## src/hdl/lcas_pkg.sv

```systemverilog
// types and constants shared by the life cellular automaton step block
`timescale 1ns / 1ps

package lcas_pkg;

    localparam int OUT_ROW_W = 10;
    localparam int OUT_COL_W = 6;
    localparam int CFG_W_BITS = 7;
    localparam int CFG_H_BITS = 11;
    localparam int APB_DATA_W = 32;
    localparam int APB_ADDR_W = 3;

    localparam logic KIND_CELL  = 1'b0;
    localparam logic KIND_FLUSH = 1'b1;

    localparam logic REG_GRID_WIDTH  = 1'b0;
    localparam logic REG_GRID_HEIGHT = 1'b1;

    typedef struct packed {
        logic kind;
        logic cell_alive;
    } in_item_t;

    typedef struct packed {
        logic                 next_alive;
        logic [OUT_ROW_W-1:0] out_row;
        logic [OUT_COL_W-1:0] out_col;
        logic                 last_of_frame;
    } out_item_t;

endpackage

```

## src/hdl/life_cellular_automaton_step_top.sv

```systemverilog
// one generation of the b3/s23 life rule over a raster cell stream
//
//  channel   direction  handshake                    payload
//  in        sink       in_valid / in_ready          lcas_pkg::in_item_t
//  out       source     out_valid / out_ready        lcas_pkg::out_item_t
//  cfg       apb slave  psel / penable / pready      grid_width, grid_height
//
// one item per cycle while in_ready is high; each transaction updates the line memory and window in
// the cycle it is taken and its result sits in the output register next cycle
// the line memory is a 2-bit wide single write port ram with a prefetched
// registered read; per-entry valid flags make it read as zero after reset
// in_ready drops only while a result waits in the output register unread
`timescale 1ns / 1ps

module life_cellular_automaton_step_top #(
    parameter int MAX_WIDTH  = 64,
    parameter int MAX_HEIGHT = 1024
) (
    input  logic                                clk,
    input  logic                                rst_n,

    input  logic                                in_valid,
    output logic                                in_ready,
    input  lcas_pkg::in_item_t                  in_data,

    output logic                                out_valid,
    input  logic                                out_ready,
    output lcas_pkg::out_item_t                 out_data,

    input  logic                                psel,
    input  logic                                penable,
    input  logic                                pwrite,
    input  logic [lcas_pkg::APB_ADDR_W-1:0]     paddr,
    input  logic [lcas_pkg::APB_DATA_W-1:0]     pwdata,
    output logic [lcas_pkg::APB_DATA_W-1:0]     prdata,
    output logic                                pready
);

    localparam int CW   = $clog2(MAX_WIDTH);
    localparam int RW   = (MAX_HEIGHT > 1) ? $clog2(MAX_HEIGHT) : 1;
    localparam int GW_W = $clog2(MAX_WIDTH + 1);
    localparam int GH_W = $clog2(MAX_HEIGHT + 1);
    localparam int GW_RESET = (MAX_WIDTH < 64) ? MAX_WIDTH : 64;
    localparam int GH_RESET = (MAX_HEIGHT < 64) ? MAX_HEIGHT : 64;

    localparam logic [1:0] ROW_FIRST  = 2'd0;
    localparam logic [1:0] ROW_SECOND = 2'd1;
    localparam logic [1:0] ROW_LATER  = 2'd2;

    // configuration
    logic [GW_W-1:0] grid_width_reg;
    logic [GW_W-1:0] grid_width_next;
    logic [GH_W-1:0] grid_height_reg;
    logic [GH_W-1:0] grid_height_next;
    logic            cfg_write;
    logic [lcas_pkg::CFG_W_BITS-1:0] wr_w;
    logic [lcas_pkg::CFG_H_BITS-1:0] wr_h;

    // stream position
    logic [CW-1:0] in_col_reg;
    logic [CW-1:0] in_col_next;
    logic [1:0]    in_row_reg;
    logic [1:0]    in_row_next;
    logic [CW-1:0] emit_col_reg;
    logic [CW-1:0] emit_col_next;
    logic [RW-1:0] emit_row_reg;
    logic [RW-1:0] emit_row_next;

    // line memory, entry bit 1 two rows up, bit 0 one row up
    logic [1:0]           line_mem [MAX_WIDTH];
    logic [MAX_WIDTH-1:0] line_vld_reg;
    logic [1:0]           line_q_reg;
    logic                 line_q_vld_reg;
    logic [1:0]           line_rd;
    logic [1:0]           line_wr;
    logic [CW-1:0]        rd_addr;
    logic                 fwd;

    logic [8:0] window_reg;
    logic [8:0] window_next;

    // output register
    logic                out_vld_reg;
    logic                out_vld_next;
    lcas_pkg::out_item_t out_reg;

    logic          accept;
    logic          cell_bit;
    logic          emit;
    logic [CW:0]   in_col_p1;
    logic [CW:0]   emit_col_p1;
    logic [RW:0]   emit_row_p1;
    logic          has_up;
    logic          has_down;
    logic          has_left;
    logic          has_right;
    logic [3:0]    count;
    logic          alive;
    logic          last;
    logic          in_col_wrap;

    assign pready    = 1'b1;
    assign cfg_write = psel & penable & pwrite;
    assign wr_w      = pwdata[lcas_pkg::CFG_W_BITS-1:0];
    assign wr_h      = pwdata[lcas_pkg::CFG_H_BITS-1:0];

    always_comb
    begin
        grid_width_next  = grid_width_reg;
        grid_height_next = grid_height_reg;
        if (cfg_write)
        begin
            unique case (paddr[2])
                lcas_pkg::REG_GRID_WIDTH:
                begin
                    if (wr_w == '0)
                        grid_width_next = GW_W'(1);
                    else if (int'(wr_w) > MAX_WIDTH)
                        grid_width_next = GW_W'(MAX_WIDTH);
                    else
                        grid_width_next = GW_W'(wr_w);
                end
                lcas_pkg::REG_GRID_HEIGHT:
                begin
                    if (wr_h == '0)
                        grid_height_next = GH_W'(1);
                    else if (int'(wr_h) > MAX_HEIGHT)
                        grid_height_next = GH_W'(MAX_HEIGHT);
                    else
                        grid_height_next = GH_W'(wr_h);
                end
                default:
                begin
                    grid_width_next = grid_width_reg;
                end
            endcase
        end
    end

    always_comb
    begin
        unique case (paddr[2])
            lcas_pkg::REG_GRID_WIDTH:  prdata = lcas_pkg::APB_DATA_W'(grid_width_reg);
            lcas_pkg::REG_GRID_HEIGHT: prdata = lcas_pkg::APB_DATA_W'(grid_height_reg);
            default:                   prdata = '0;
        endcase
    end

    assign in_ready = ~out_vld_reg | out_ready;
    assign accept   = in_valid & in_ready;
    assign cell_bit = (in_data.kind == lcas_pkg::KIND_FLUSH) ? 1'b0 : in_data.cell_alive;

    assign line_rd = line_q_vld_reg ? line_q_reg : 2'b00;
    assign line_wr = {line_rd[0], cell_bit};

    // new column: bit 6 two rows up, bit 7 one row up, bit 8 this cell
    assign window_next = {cell_bit, line_rd[0], line_rd[1], window_reg[8:3]};

    assign emit = (in_row_reg == ROW_LATER) ||
                  ((in_row_reg == ROW_SECOND) && (in_col_reg != '0));

    assign in_col_p1   = {1'b0, in_col_reg} + 1'b1;
    assign emit_col_p1 = {1'b0, emit_col_reg} + 1'b1;
    assign emit_row_p1 = {1'b0, emit_row_reg} + 1'b1;
    assign has_up      = emit_row_reg != '0;
    assign has_down    = emit_row_p1 < grid_height_reg;
    assign has_left    = emit_col_reg != '0;
    assign has_right   = emit_col_p1 < grid_width_reg;
    assign in_col_wrap = in_col_p1 >= grid_width_reg;

    always_comb
    begin
        count = 4'd0;
        if (has_left)
        begin
            count = count + 4'(window_next[0] & has_up) + 4'(window_next[1])
                          + 4'(window_next[2] & has_down);
        end
        count = count + 4'(window_next[3] & has_up) + 4'(window_next[5] & has_down);
        if (has_right)
        begin
            count = count + 4'(window_next[6] & has_up) + 4'(window_next[7])
                          + 4'(window_next[8] & has_down);
        end
    end

    assign alive = (count == 4'd3) || (window_next[4] && (count == 4'd2));
    assign last  = ~has_down & ~has_right;

    always_comb
    begin
        in_col_next   = in_col_reg;
        in_row_next   = in_row_reg;
        emit_col_next = emit_col_reg;
        emit_row_next = emit_row_reg;
        if (cfg_write)
        begin
            in_col_next   = '0;
            in_row_next   = ROW_FIRST;
            emit_col_next = '0;
            emit_row_next = '0;
        end
        else if (accept)
        begin
            if (emit && last)
            begin
                in_col_next   = '0;
                in_row_next   = ROW_FIRST;
                emit_col_next = '0;
                emit_row_next = '0;
            end
            else
            begin
                if (emit)
                begin
                    if (has_right)
                        emit_col_next = emit_col_p1[CW-1:0];
                    else
                    begin
                        emit_col_next = '0;
                        emit_row_next = emit_row_p1[RW-1:0];
                    end
                end
                if (in_col_wrap)
                begin
                    in_col_next = '0;
                    if (in_row_reg != ROW_LATER)
                        in_row_next = in_row_reg + 2'd1;
                end
                else
                    in_col_next = in_col_p1[CW-1:0];
            end
        end
    end

    // prefetch the entry the next transaction will need
    assign rd_addr = in_col_next;
    assign fwd     = accept && (rd_addr == in_col_reg);

    always_ff @(posedge clk)
    begin
        if (accept)
            line_mem[in_col_reg] <= line_wr;
        line_q_reg <= fwd ? line_wr : line_mem[rd_addr];
    end

    always_ff @(posedge clk or negedge rst_n)
    begin
        if (!rst_n)
        begin
            line_vld_reg   <= '0;
            line_q_vld_reg <= 1'b0;
        end
        else
        begin
            if (accept)
                line_vld_reg[in_col_reg] <= 1'b1;
            line_q_vld_reg <= fwd | line_vld_reg[rd_addr];
        end
    end

    assign out_vld_next = (accept && emit) ? 1'b1 : (out_ready ? 1'b0 : out_vld_reg);

    always_ff @(posedge clk or negedge rst_n)
    begin
        if (!rst_n)
        begin
            grid_width_reg  <= GW_W'(GW_RESET);
            grid_height_reg <= GH_W'(GH_RESET);
            in_col_reg      <= '0;
            in_row_reg      <= ROW_FIRST;
            emit_col_reg    <= '0;
            emit_row_reg    <= '0;
            window_reg      <= '0;
            out_vld_reg     <= 1'b0;
        end
        else
        begin
            grid_width_reg  <= grid_width_next;
            grid_height_reg <= grid_height_next;
            in_col_reg      <= in_col_next;
            in_row_reg      <= in_row_next;
            emit_col_reg    <= emit_col_next;
            emit_row_reg    <= emit_row_next;
            if (accept)
                window_reg <= window_next;
            out_vld_reg     <= out_vld_next;
        end
    end

    always_ff @(posedge clk)
    begin
        if (accept && emit)
        begin
            out_reg.next_alive    <= alive;
            out_reg.out_row       <= lcas_pkg::OUT_ROW_W'(emit_row_reg);
            out_reg.out_col       <= lcas_pkg::OUT_COL_W'(emit_col_reg);
            out_reg.last_of_frame <= last;
        end
    end

    assign out_valid = out_vld_reg;
    assign out_data  = out_reg;

endmodule
```

## config.mk

```make
export PLATFORM = sky130hd
export DESIGN_NAME = life_cellular_automaton_step_top
export DESIGN_NICKNAME = d
export VERILOG_FILES = /design/src/hdl/lcas_pkg.sv /design/src/hdl/life_cellular_automaton_step_top.sv
export SDC_FILE = /design/constraint.sdc
export NUM_CORES = 1
export LEC_CHECK = 0
export ABC_AREA = 0
export BUFFER_PORTS_ARGS = -buffer_cell sky130_fd_sc_hd__buf_2
export CAP_MARGIN = 20
export CORE_AREA = 3 3 234 236
export DETAILED_ROUTE_END_ITERATION = 12
export DIE_AREA = 0 0 237 239
export GPL_ROUTABILITY_DRIVEN = 0
export PLACE_DENSITY = 0.36
export SYNTH_ARGS = -nofsm -noshare
export SYNTH_HDL_FRONTEND = slang
export SYNTH_SLANG_ARGS = --single-unit
```

## constraint.sdc

```tcl
create_clock -name clk -period 4.75 [get_ports clk]
set_clock_uncertainty 0.15 [all_clocks]
set_input_delay 0.7125 -clock clk [delete_from_list [all_inputs] [get_ports clk]]
set_output_delay 0.7125 -clock clk [all_outputs]
set_load 0.01 [all_outputs]
```

Word-level counts from Yosys, hierarchy flattened
Memories as Yosys holds them, arrays and structs flattened. A register that Yosys moved wholly into a read port is not among the register bits. Cells that the tools add are included.

Flip-flop bits (word level): 135. Memory bits (writable): 128. Input bits: 44. Output and inout port bits: 53. Logic and storage cells: 117. Memories: 1.

Memory list: line_mem (depth 64, bits a word 2, rd ports 1, clocked after memory_dff 1, wr ports 1, line life_cellular_automaton_step_top.sv:70) `logic [1:0] line_mem [MAX_WIDTH];`.

Add/subtract/negate cells: 11. Magnitude comparators: 8. Eq/ne operators: 7. Mux-type cells: 36. Bitwise gates (word level): 17. Reduce and logical (&&, ||, !) cells: 23.

Operator list (count): bitwise OR 64 bit (1); one-hot mux 32 bit (2 select lines) (1); two-way mux 6 bit (9); two-way mux 10 bit (5); two-way mux 11 bit (2); adder 4 x 1 -> 4 bit (5); adder 6 x 1 -> 7 bit, second input constant (2); less-than comparator 6 x 7 -> 1 bit, second input constant (2); two-way mux 7 bit (2); two-way mux 2 bit (6); nonzero test 6 bit (2); adder 10 x 1 -> 11 bit, second input constant (1); > comparator 11 bit, second input constant (1); logical NOT 11 bit (1); less-than comparator 11 bit (1); AND 1 bit (10); nonzero test 10 bit (1); nonzero test 3 bit (3); equality test 4 x 2 -> 1 bit, second input constant (2); >= comparator 7 bit (1); > comparator 7 bit, second input constant (1); logical NOT 7 bit (1); less-than comparator 7 bit (1); two-way mux 1 bit (7); other kinds (20) (34).

Logic depth before layout (Yosys ltp)
Gate-level depths: netlist (run 1).

Word-level depth: 14. Mapped depth: 21. Gate-level depth less buffers: 21.

Worst setup path before layout (run 1)
No wires, ideal clock.

Path kind: register to register. From: reg emit_row_reg[0]. To: reg out_reg, in the netlist out_data[17], data pin. Library setup time: 0.265 ns. Arrival: 4.678 ns. Data required time: 4.335 ns. Path slack: -0.343 ns. Stages on the path, launching flop included: 22. Buffers on the path: 0. Period minus slack after synthesis: 5.093 ns. Cells stage by stage: dfrtp_1 > ha_1 > nand3_1 > nor3_1 > xnor2_1 > ha_1 > a21oi_1 > o21ai_0 > a21oi_1 > and2_1 > nand2_1 > fa_1 > or2_2 > fa_1 > inv_1 > fa_1 > ha_1 > fa_1 > nand3_1 > o21ai_0 > o211ai_1 > o21ai_0.

Longest elaborated chain between the ends: 14. Elaborated cells on any way between the ends: 22. Classes of those cells: 8 x add/sub; 1 x order compare; 2 x eq/ne; 2 x mux; 6 x bitwise; 3 x reduce/logical.

Ends and longest elaborated chain: from (decl) (line life_cellular_automaton_step_top.sv:66) `logic [RW-1:0] emit_row_reg;`; from (signal assigned) (line life_cellular_automaton_step_top.sv:284) `emit_row_reg <= emit_row_next;`; adder 10 x 1 -> 11 bit or nonzero test 10 bit (tied branches) (line life_cellular_automaton_step_top.sv:164, life_cellular_automaton_step_top.sv:165); less-than comparator 11 bit or AND 1 bit (tied branches) (line life_cellular_automaton_step_top.sv:166, life_cellular_automaton_step_top.sv:176); AND 1 bit or adder 1 x 1 -> 2 bit (tied branches) (line life_cellular_automaton_step_top.sv:177, life_cellular_automaton_step_top.sv:176); adder 2 x 1 -> 3 bit (line life_cellular_automaton_step_top.sv:177) `+ 4'(window_next[2] & has_down);`; two-way mux 3 bit (line life_cellular_automaton_step_top.sv:174) `if (has_left)`; adder 4 x 1 -> 4 bit (2 in series) (line life_cellular_automaton_step_top.sv:179) `count = count + 4'(window_next[3] & has_up) + 4'(window_next[5] & has_down);`; adder 4 x 1 -> 4 bit (2 in series) (line life_cellular_automaton_step_top.sv:182) `count = count + 4'(window_next[6] & has_up) + 4'(window_next[7])`; adder 4 x 1 -> 4 bit (line life_cellular_automaton_step_top.sv:183) `+ 4'(window_next[8] & has_down);`; two-way mux 4 bit (*) (line life_cellular_automaton_step_top.sv:180) `if (has_right)`; equality test 4 x 2 -> 1 bit (line life_cellular_automaton_step_top.sv:187) `assign alive = (count == 4'd3) || (window_next[4] && (count == 4'd2));`; logical AND 1 bit (line life_cellular_automaton_step_top.sv:187); logical OR 1 bit (*) (line life_cellular_automaton_step_top.sv:187); via alive (line life_cellular_automaton_step_top.sv:98) `logic alive;`; to (decl) (line life_cellular_automaton_step_top.sv:85) `lcas_pkg::out_item_t out_reg;`.

Mark *: on every way through the listed nets, which the timed path passes. The rest lies on a longest branch. A chain may end at the register's enable or synchronous reset.

Worst setup path in the final report (run 1)
From: reg emit_row_reg[3]. To: reg out_reg, in the netlist out_data[17], data pin.

The elaborated chain is that of the path after synthesis.

==> results of run 1 <==
-- metal layers --
metal,GRT usage (%),share of wire [%],vias up
met5,0,0,-
met4,2.47,1.5,0
met3,1.59,3.4,36
met2,19.7,47,118
met1,17.4,48,3862
li1,-,-,3640
-- power groups by stage --
stage	Sequential, mW	Clock (mW)	Combinational, mW
finish	2.95	2.52	2.58
global route	2.98	2.70	2.84
CTS	2.96	2.60	2.56
detailed placement	3.00	0	2.54
global placement	3.00	0	2.53
floorplan	2.96	0	1.47
-- synthesized netlist by cell type, types with 6 or more instances --
master    number
mux2i_1       14
mux4_2        42
xnor2_1        9
nor2_1        88
or2_2         64
ha_1          34
and3_1        13
nor3_1         9
nand3_1       23
nand2_1       90
nand2b_1      18
dfrtp_1      112
xor2_1         7
dfxtp_1        6
buf_4         22
edfxtp_1     146
a22o_1        13
clkbuf_1      18
inv_1         34
o21ai_1        6
o21ai_0       39
and2_1         9
a21oi_1       20
buf_1          8
-- path summary, 6_finish.rpt --
| path | from | end | slack, ns | depth (start not counted) |
|---|---|---|---|---|
| hold reg to reg | line_vld_reg[58]$_DFFE_PN0P_ | line_vld_reg[58]$_DFFE_PN0P_ | 0.31 | 1 |
| min in group clk | pwdata[9] | grid_height_reg[9]$_DFFE_PN0P_ | 0.25 | 3 |
| max in group asynchronous | rst_n | line_vld_reg[23]$_DFFE_PN0P_ | 3.42 | 2 |
| setup / recovery | emit_row_reg[3]$_DFFE_PN0P_ | out_data[17]$_DFFE_PP_ | -0.28 | 19 |
| setup reg to reg | emit_row_reg[3]$_DFFE_PN0P_ | out_data[17]$_DFFE_PP_ | -0.28 | 19 |
| hold / removal | rst_n | grid_width_reg[4]$_DFFE_PN0P_ | 0.05 | 1 |
-- per-stage QoR --
step                      total power [mW]  cell area, um2  utilization [%]  cells  setup TNS [ns]
final                                 8.05           15000             28.5   1783          -0.278
after global routing                  8.52           15000             28.5   1783          -0.474
after CTS                             8.12           14800             28.1   1778          -0.276
after detailed placement              5.54           13700             26.0   1720          -0.342
after global placement                5.53           13700             26.0   1720          -0.262
after floorplan                       4.43           12300                -    961               0
-- layout make-up --
type	count	area share, %
clock buffers	34	5.25
clock inverters	24	1.93
inverters	38	0.952
multi-input cells	605	30.9
flip-flops and latches	266	49.1
well taps	688	5.74
repair buffers	128	6.08
-- cells by family (layout without fill, tap and decap cells) --
group           Yosys count  count (layout)  synth area share [%]
simple gates            339             339                  13.8
flops                   266             266                  60.6
compound gates          127             127                  7.13
buf+inv                  90             224                  3.60
mux                      61              61                  9.40
fa+ha+maj                40              40                  4.33
xor+xnor                 16              16                  1.15
other cells               2              22                0.0618
-- what timing repair did --
action	in CTS	in global routing
setup buffers	0	5
cloned	0	0
gates resized for setup	4	23
hold endpoints to repair	0	0
pin swaps	1	18
endpoints found under the setup margin	1	2
==> out/metrics.yaml, run 1 <==
sta:
  layout_setup_ws_ns: -0.278
  slew_viol_final: 0
  fmax_mhz: 199
  setup_viol: 1
  finalCritPeriodShare_pct: 106
  hold_violations: 0
  hold-worst-slack_ns: 0.0482
  fin_crit_ns: 5.03
  slew_headroom_pct: 45.9
  rsz0062_at_grt: "yes"
  worst_slew_pin_slew_ns: 0.812
global_routing:
  grt_max_degree: 66
  overflow: 0
  grt_pass1_vias: 7967
  track_usage_pct: 12.1
  antenna_found_initial: 1
  grt_pass1_wl_um: 52300
pwr:
  p_clk_share_pct: 31.3
  pwr-share-seq_pct: 36.6
  p_int_mw: 5.38
  cellPowerDensity_nw_per_um2: 537
  ir_worst_vdd_mv: 0.304
  power_frac_comb_pct: 32.0
  power.share.switching_pct: 33.1
  power_switching_mw: 2.67
  leakagePower_nw: 6.11
die:
  rows: 84
  dieArea_um2: 56600
  boundaryPins: 97
  start_util_pct: 23.1
  die_w_um: 237
  die_h_um: 239
  fp.coreArea_um2: 52700
detailed_routing:
  detail_route.first_pass.iterations: 5
  dr.first_iter.drc_count: 474
  drtAntennaViolNets: 0
  routed_wl_um: 34300
  wire_per_inst_um: 19.3
  vias: 7656
  drc: 0
  post_drt_via_cell_ratio: 4.29
layout:
  nets: 1152
  largest_reg_flops: 128
  mostFrequentLayoutCells: "edfxtp_1 (146), dfrtp_1 (109), nand2_1 (89), nor2_1 (87), buf_4 (72)"
  n_fill_cell: 5325
  ff_latch_area_um2: 7360
  final_common_cell: "edfxtp_1"
  syn_to_final_growth_pct: 23.3
  multi_input_area_um2: 4630
  antenna_cells: 0
  drive_above_1_share_pct: 31.1
clock_network:
  cts_buffer_depth: 3
  cts_tree: "yes"
  clk-insertion-delay-late_ns: 0.59
  clock_sinks: 266
  cts_buffers: 31
  h-tree-depth: 1
  cts_root_buf: "clkbuf_16"
  clk_pin_slew_worst_paths_ns: 0.06
  cts_hold_buf: 0
logic_synthesis:
  ys_seq_area_share_pct: 60.6
  synthTopCellsByArea: "edfxtp_1 (36%), dfrtp_1 (23%), mux4_2 (7.8%), ha_1 (3.5%), or2_2 (3.3%)"
  yosys_warnings: 0
  syn_area_um2: 12200
  synth_area_leader_cell: "edfxtp_1"
  ys_types: 73
  ys.flop_type: "edfxtp_1"
  ys_seq_elements: 266
  synth-edff-count: 146
  syn_area_per_cell_um2: 12.9
  async_reset_ff_share_pct: 42.9
  synth_top_area_share_pct: 36.1
  syn_inst: 941
setup_path:
  crit_chain: "and3_4, and3_4, and3_4, xor2_4, ha_4, nand4_1, nor2_2, a21oi_2, and2_4, nand2_2, fa_1, or2_4, fa_1, inv_2, fa_1, ha_2, fa_2, o211ai_1, o21ai_1"
  critPathCaptureType: "register"
  crit_arrival_ns: 5.20
  max_stage_delay_ns: 0.54
  crit_family: "adder cells"
  slowest_stage: "fa_1"
  worstPathRequired_ns: 4.92
  start_kind: "register"
  critPathBufInv: 1
  crit_fanout: 4
  path_class: "register to register"
placed_design:
  portBuffers: 51
  post-place-ws_ns: -0.342
  hpwlAfterDp_um: 24400
hold_path:
  hp-class: "primary input to asynchronous set/reset pin"
run:
  cap_violations: 0
outcome:
  outcome: "complete, but fails checks"
  failed_checks: "setup timing"
No activity file was read; power rests on OpenSTA's default activity.
==> run 2, diff against run 1 <==
- RECOVER_POWER: unset -> 100
- REMOVE_ABC_BUFFERS: unset -> 1
==> run 2 against run 1 <==
Against the previous run: critical path type unchanged; core utilization increased by 0.42 points; the run still ends with setup timing left; worst hold slack improved by 0.063 ns; via count increased by 0.16%; critical endpoint unchanged.
==> out/metrics.yaml, run 2 (synthesized netlist as in run 1, its figures left out) <==
outcome:
  outcome: "complete, but fails checks"
  failed_checks: "setup timing"
die:
  die_w_um: 237  # unchanged
  fp.coreArea_um2: 52700  # unchanged
  rows: 84  # unchanged
  dieArea_um2: 56600  # unchanged
  die_h_um: 239  # unchanged
  boundaryPins: 97  # unchanged
  start_util_pct: 23.1  # unchanged
setup_path:
  slowest_stage: "fa_1"
  start_kind: "register"
  worstReg2RegStart: "emit_row_reg[2]$_DFFE_PN0P_"
  crit_fanout: 4  # unchanged
  crit_chain: "buf_4, buf_4, buf_4, xor2_1, ha_1, a21oi_1, o21ai_1, a21oi_2, and2_4, nand2_1, fa_1, or2_4, fa_1, inv_2, fa_1, ha_2, fa_2, nand3_2, o21ai_1, o211ai_1, o21ai_1"
  crit_family: "adder cells"
  worstPathRequired_ns: 4.89  # -0.03 ns
  critPathBufInv: 4  # +3
  r2r-end: "out_data[17]$_DFFE_PP_"
  max_stage_delay_ns: 0.52  # -0.02 ns
  r2r_cells: 21  # +2
  path_class: "register to register"
  crit_arrival_ns: 5.02  # -0.18 ns
  r2r_slack_ns: -0.13  # +0.15 ns
  critPathCaptureType: "register"
layout:
  antenna_cells: 0  # unchanged
  nets: 1172  # +1.7%
  n_fill_cell: 5347  # +0.41%
  largest_reg_flops: 128  # unchanged
  syn_to_final_growth_pct: 25.1
  final_core_util_pct: 28.9  # +0.42 points
  drive_above_1_share_pct: 32.3  # +1.1 points
  multi_input_area_um2: 4710  # +1.6%
  final_common_cell: "edfxtp_1"
  layout.cells.non_filler: 1804  # +1.2%
  ff_latch_area_um2: 7360  # about the same
  design_area_um2: 15200  # +1.5%
  mostFrequentLayoutCells: "edfxtp_1 (146), dfrtp_1 (112), nand2_1 (90), nor2_1 (87), buf_4 (85)"
global_routing:
  grt_pass1_vias: 8044  # +0.97%
  grt_pass1_wl_um: 52400  # +0.12%
  busiest_layer: "met2"
  met3_usage_pct: 2.28  # +0.69 points
  use_met2_pct: 19.9  # +0.18 points
  grt_max_degree: 66  # unchanged
  track_usage_pct: 12.3  # +0.21 points
  overflow: 0  # unchanged
  met1_usage_pct: 17.2  # -0.13 points
  antenna_found_initial: 1  # unchanged
placed_design:
  dp.cells: 1720  # unchanged
  portBuffers: 51  # unchanged
  post-place-ws_ns: -0.494  # -0.152 ns
  hpwlAfterDp_um: 24200  # -0.66%
  post_dp_cell_area_um2: 13600  # -0.53%
clock_network:
  h-tree-depth: 2  # +1
  cts_root_buf: "clkbuf_16"
  cts_buffer_depth: 3  # unchanged
  cts_buffers: 34  # +9.7%
  cts_hold_buf: 0  # unchanged
  clk_pin_slew_worst_paths_ns: 0.06  # about the same
  cts_tree: "yes"
  clk-insertion-delay-late_ns: 0.56  # -0.03 ns
  clock_sinks: 266  # unchanged
sta:
  fmax_mhz: 205  # +3.1%
  fin_crit_ns: 4.88  # -0.151 ns
  hold_violations: 0  # unchanged
  worst_slew_pin_slew_ns: 0.850  # +0.0373 ns
  setup_viol: 1  # unchanged
  hold-worst-slack_ns: 0.112  # +0.0635 ns
  layout_setup_ws_ns: -0.127  # +0.151 ns
  slew_headroom_pct: 43.4  # -2.5 points
  slew_viol_final: 0  # unchanged
  finalCritPeriodShare_pct: 103  # -3.2 points
  fin_setup_tns_ns: -0.127  # +0.151 ns
  rsz0062_at_grt: "yes"
pwr:
  p_total_mw: 8.13  # +0.98%
  cellPowerDensity_nw_per_um2: 535  # -0.47%
  leakagePower_nw: 6.20  # +1.5%
  ir_worst_vdd_mv: 0.249  # -18%
detailed_routing:
  dr.first_iter.drc_count: 401  # -15%
  post_drt_via_cell_ratio: 4.25  # -1.0%
  detail_route.first_pass.iterations: 4  # -1
  routed_wl_um: 34900  # +1.6%
  vias: 7668  # +0.16%
  drc: 0  # unchanged
  drtAntennaViolNets: 0  # unchanged
  wire_per_inst_um: 19.3  # +0.38%
hold_path:
  hp-class: "primary input to asynchronous set/reset pin"
run:
  cap_violations: 0  # unchanged
run 2: metal layers:
metal	wire length, um	vias to the layer above	part of all wire [%]
met4	600	0	1.7
li1	-	3687	-
met3	1230	40	3.5
met5	0	-	0
met2	16400	103	47
met1	16700	3838	48
run 2: power by group:
part | switching, mW | internal (mW) | total (mW)
clock | 1.06 | 1.55 | 2.61
combinational | 1.50 | 1.10 | 2.60
sequential | 0.123 | 2.79 | 2.92
total | 2.69 | 5.44 | 8.13
run 2: worst max-delay path by stage:
stage / cells past startpoint / start / to
floorplan: 11 / register / out_data[17]$_DFFE_PP_
global placement: 21 / emit_row_reg[0]$_DFFE_PN0P_ / out_data[17]$_DFFE_PP_
detailed placement: 21 / emit_row_reg[0]$_DFFE_PN0P_ / out_data[17]$_DFFE_PP_
CTS: 19 / emit_row_reg[1]$_DFFE_PN0P_ / out_data[17]$_DFFE_PP_
global route: 22 / emit_row_reg[2]$_DFFE_PN0P_ / out_data[17]$_DFFE_PP_
finish: 21 / emit_row_reg[2]$_DFFE_PN0P_ / out_data[17]$_DFFE_PP_
run 2: repair_timing:
action                                  in CTS  in global routing
pin swaps                                   18                 21
setup buffers                               12                  9
endpoints found under the hold margin        0                  0
gates cloned                                 1                  0
gates resized for setup                     23                 28
endpoints found under the setup margin       2                  2
run 2: cell type report:
cell class / instances / share of cell area, %
inverter: 38 / 0.938
timing repair buffer: 144 / 6.53
multi-input combinational: 606 / 30.9
clock inverter: 18 / 1.46
tap: 688 / 5.66
clock buffer: 44 / 6.04
sequential: 266 / 48.4
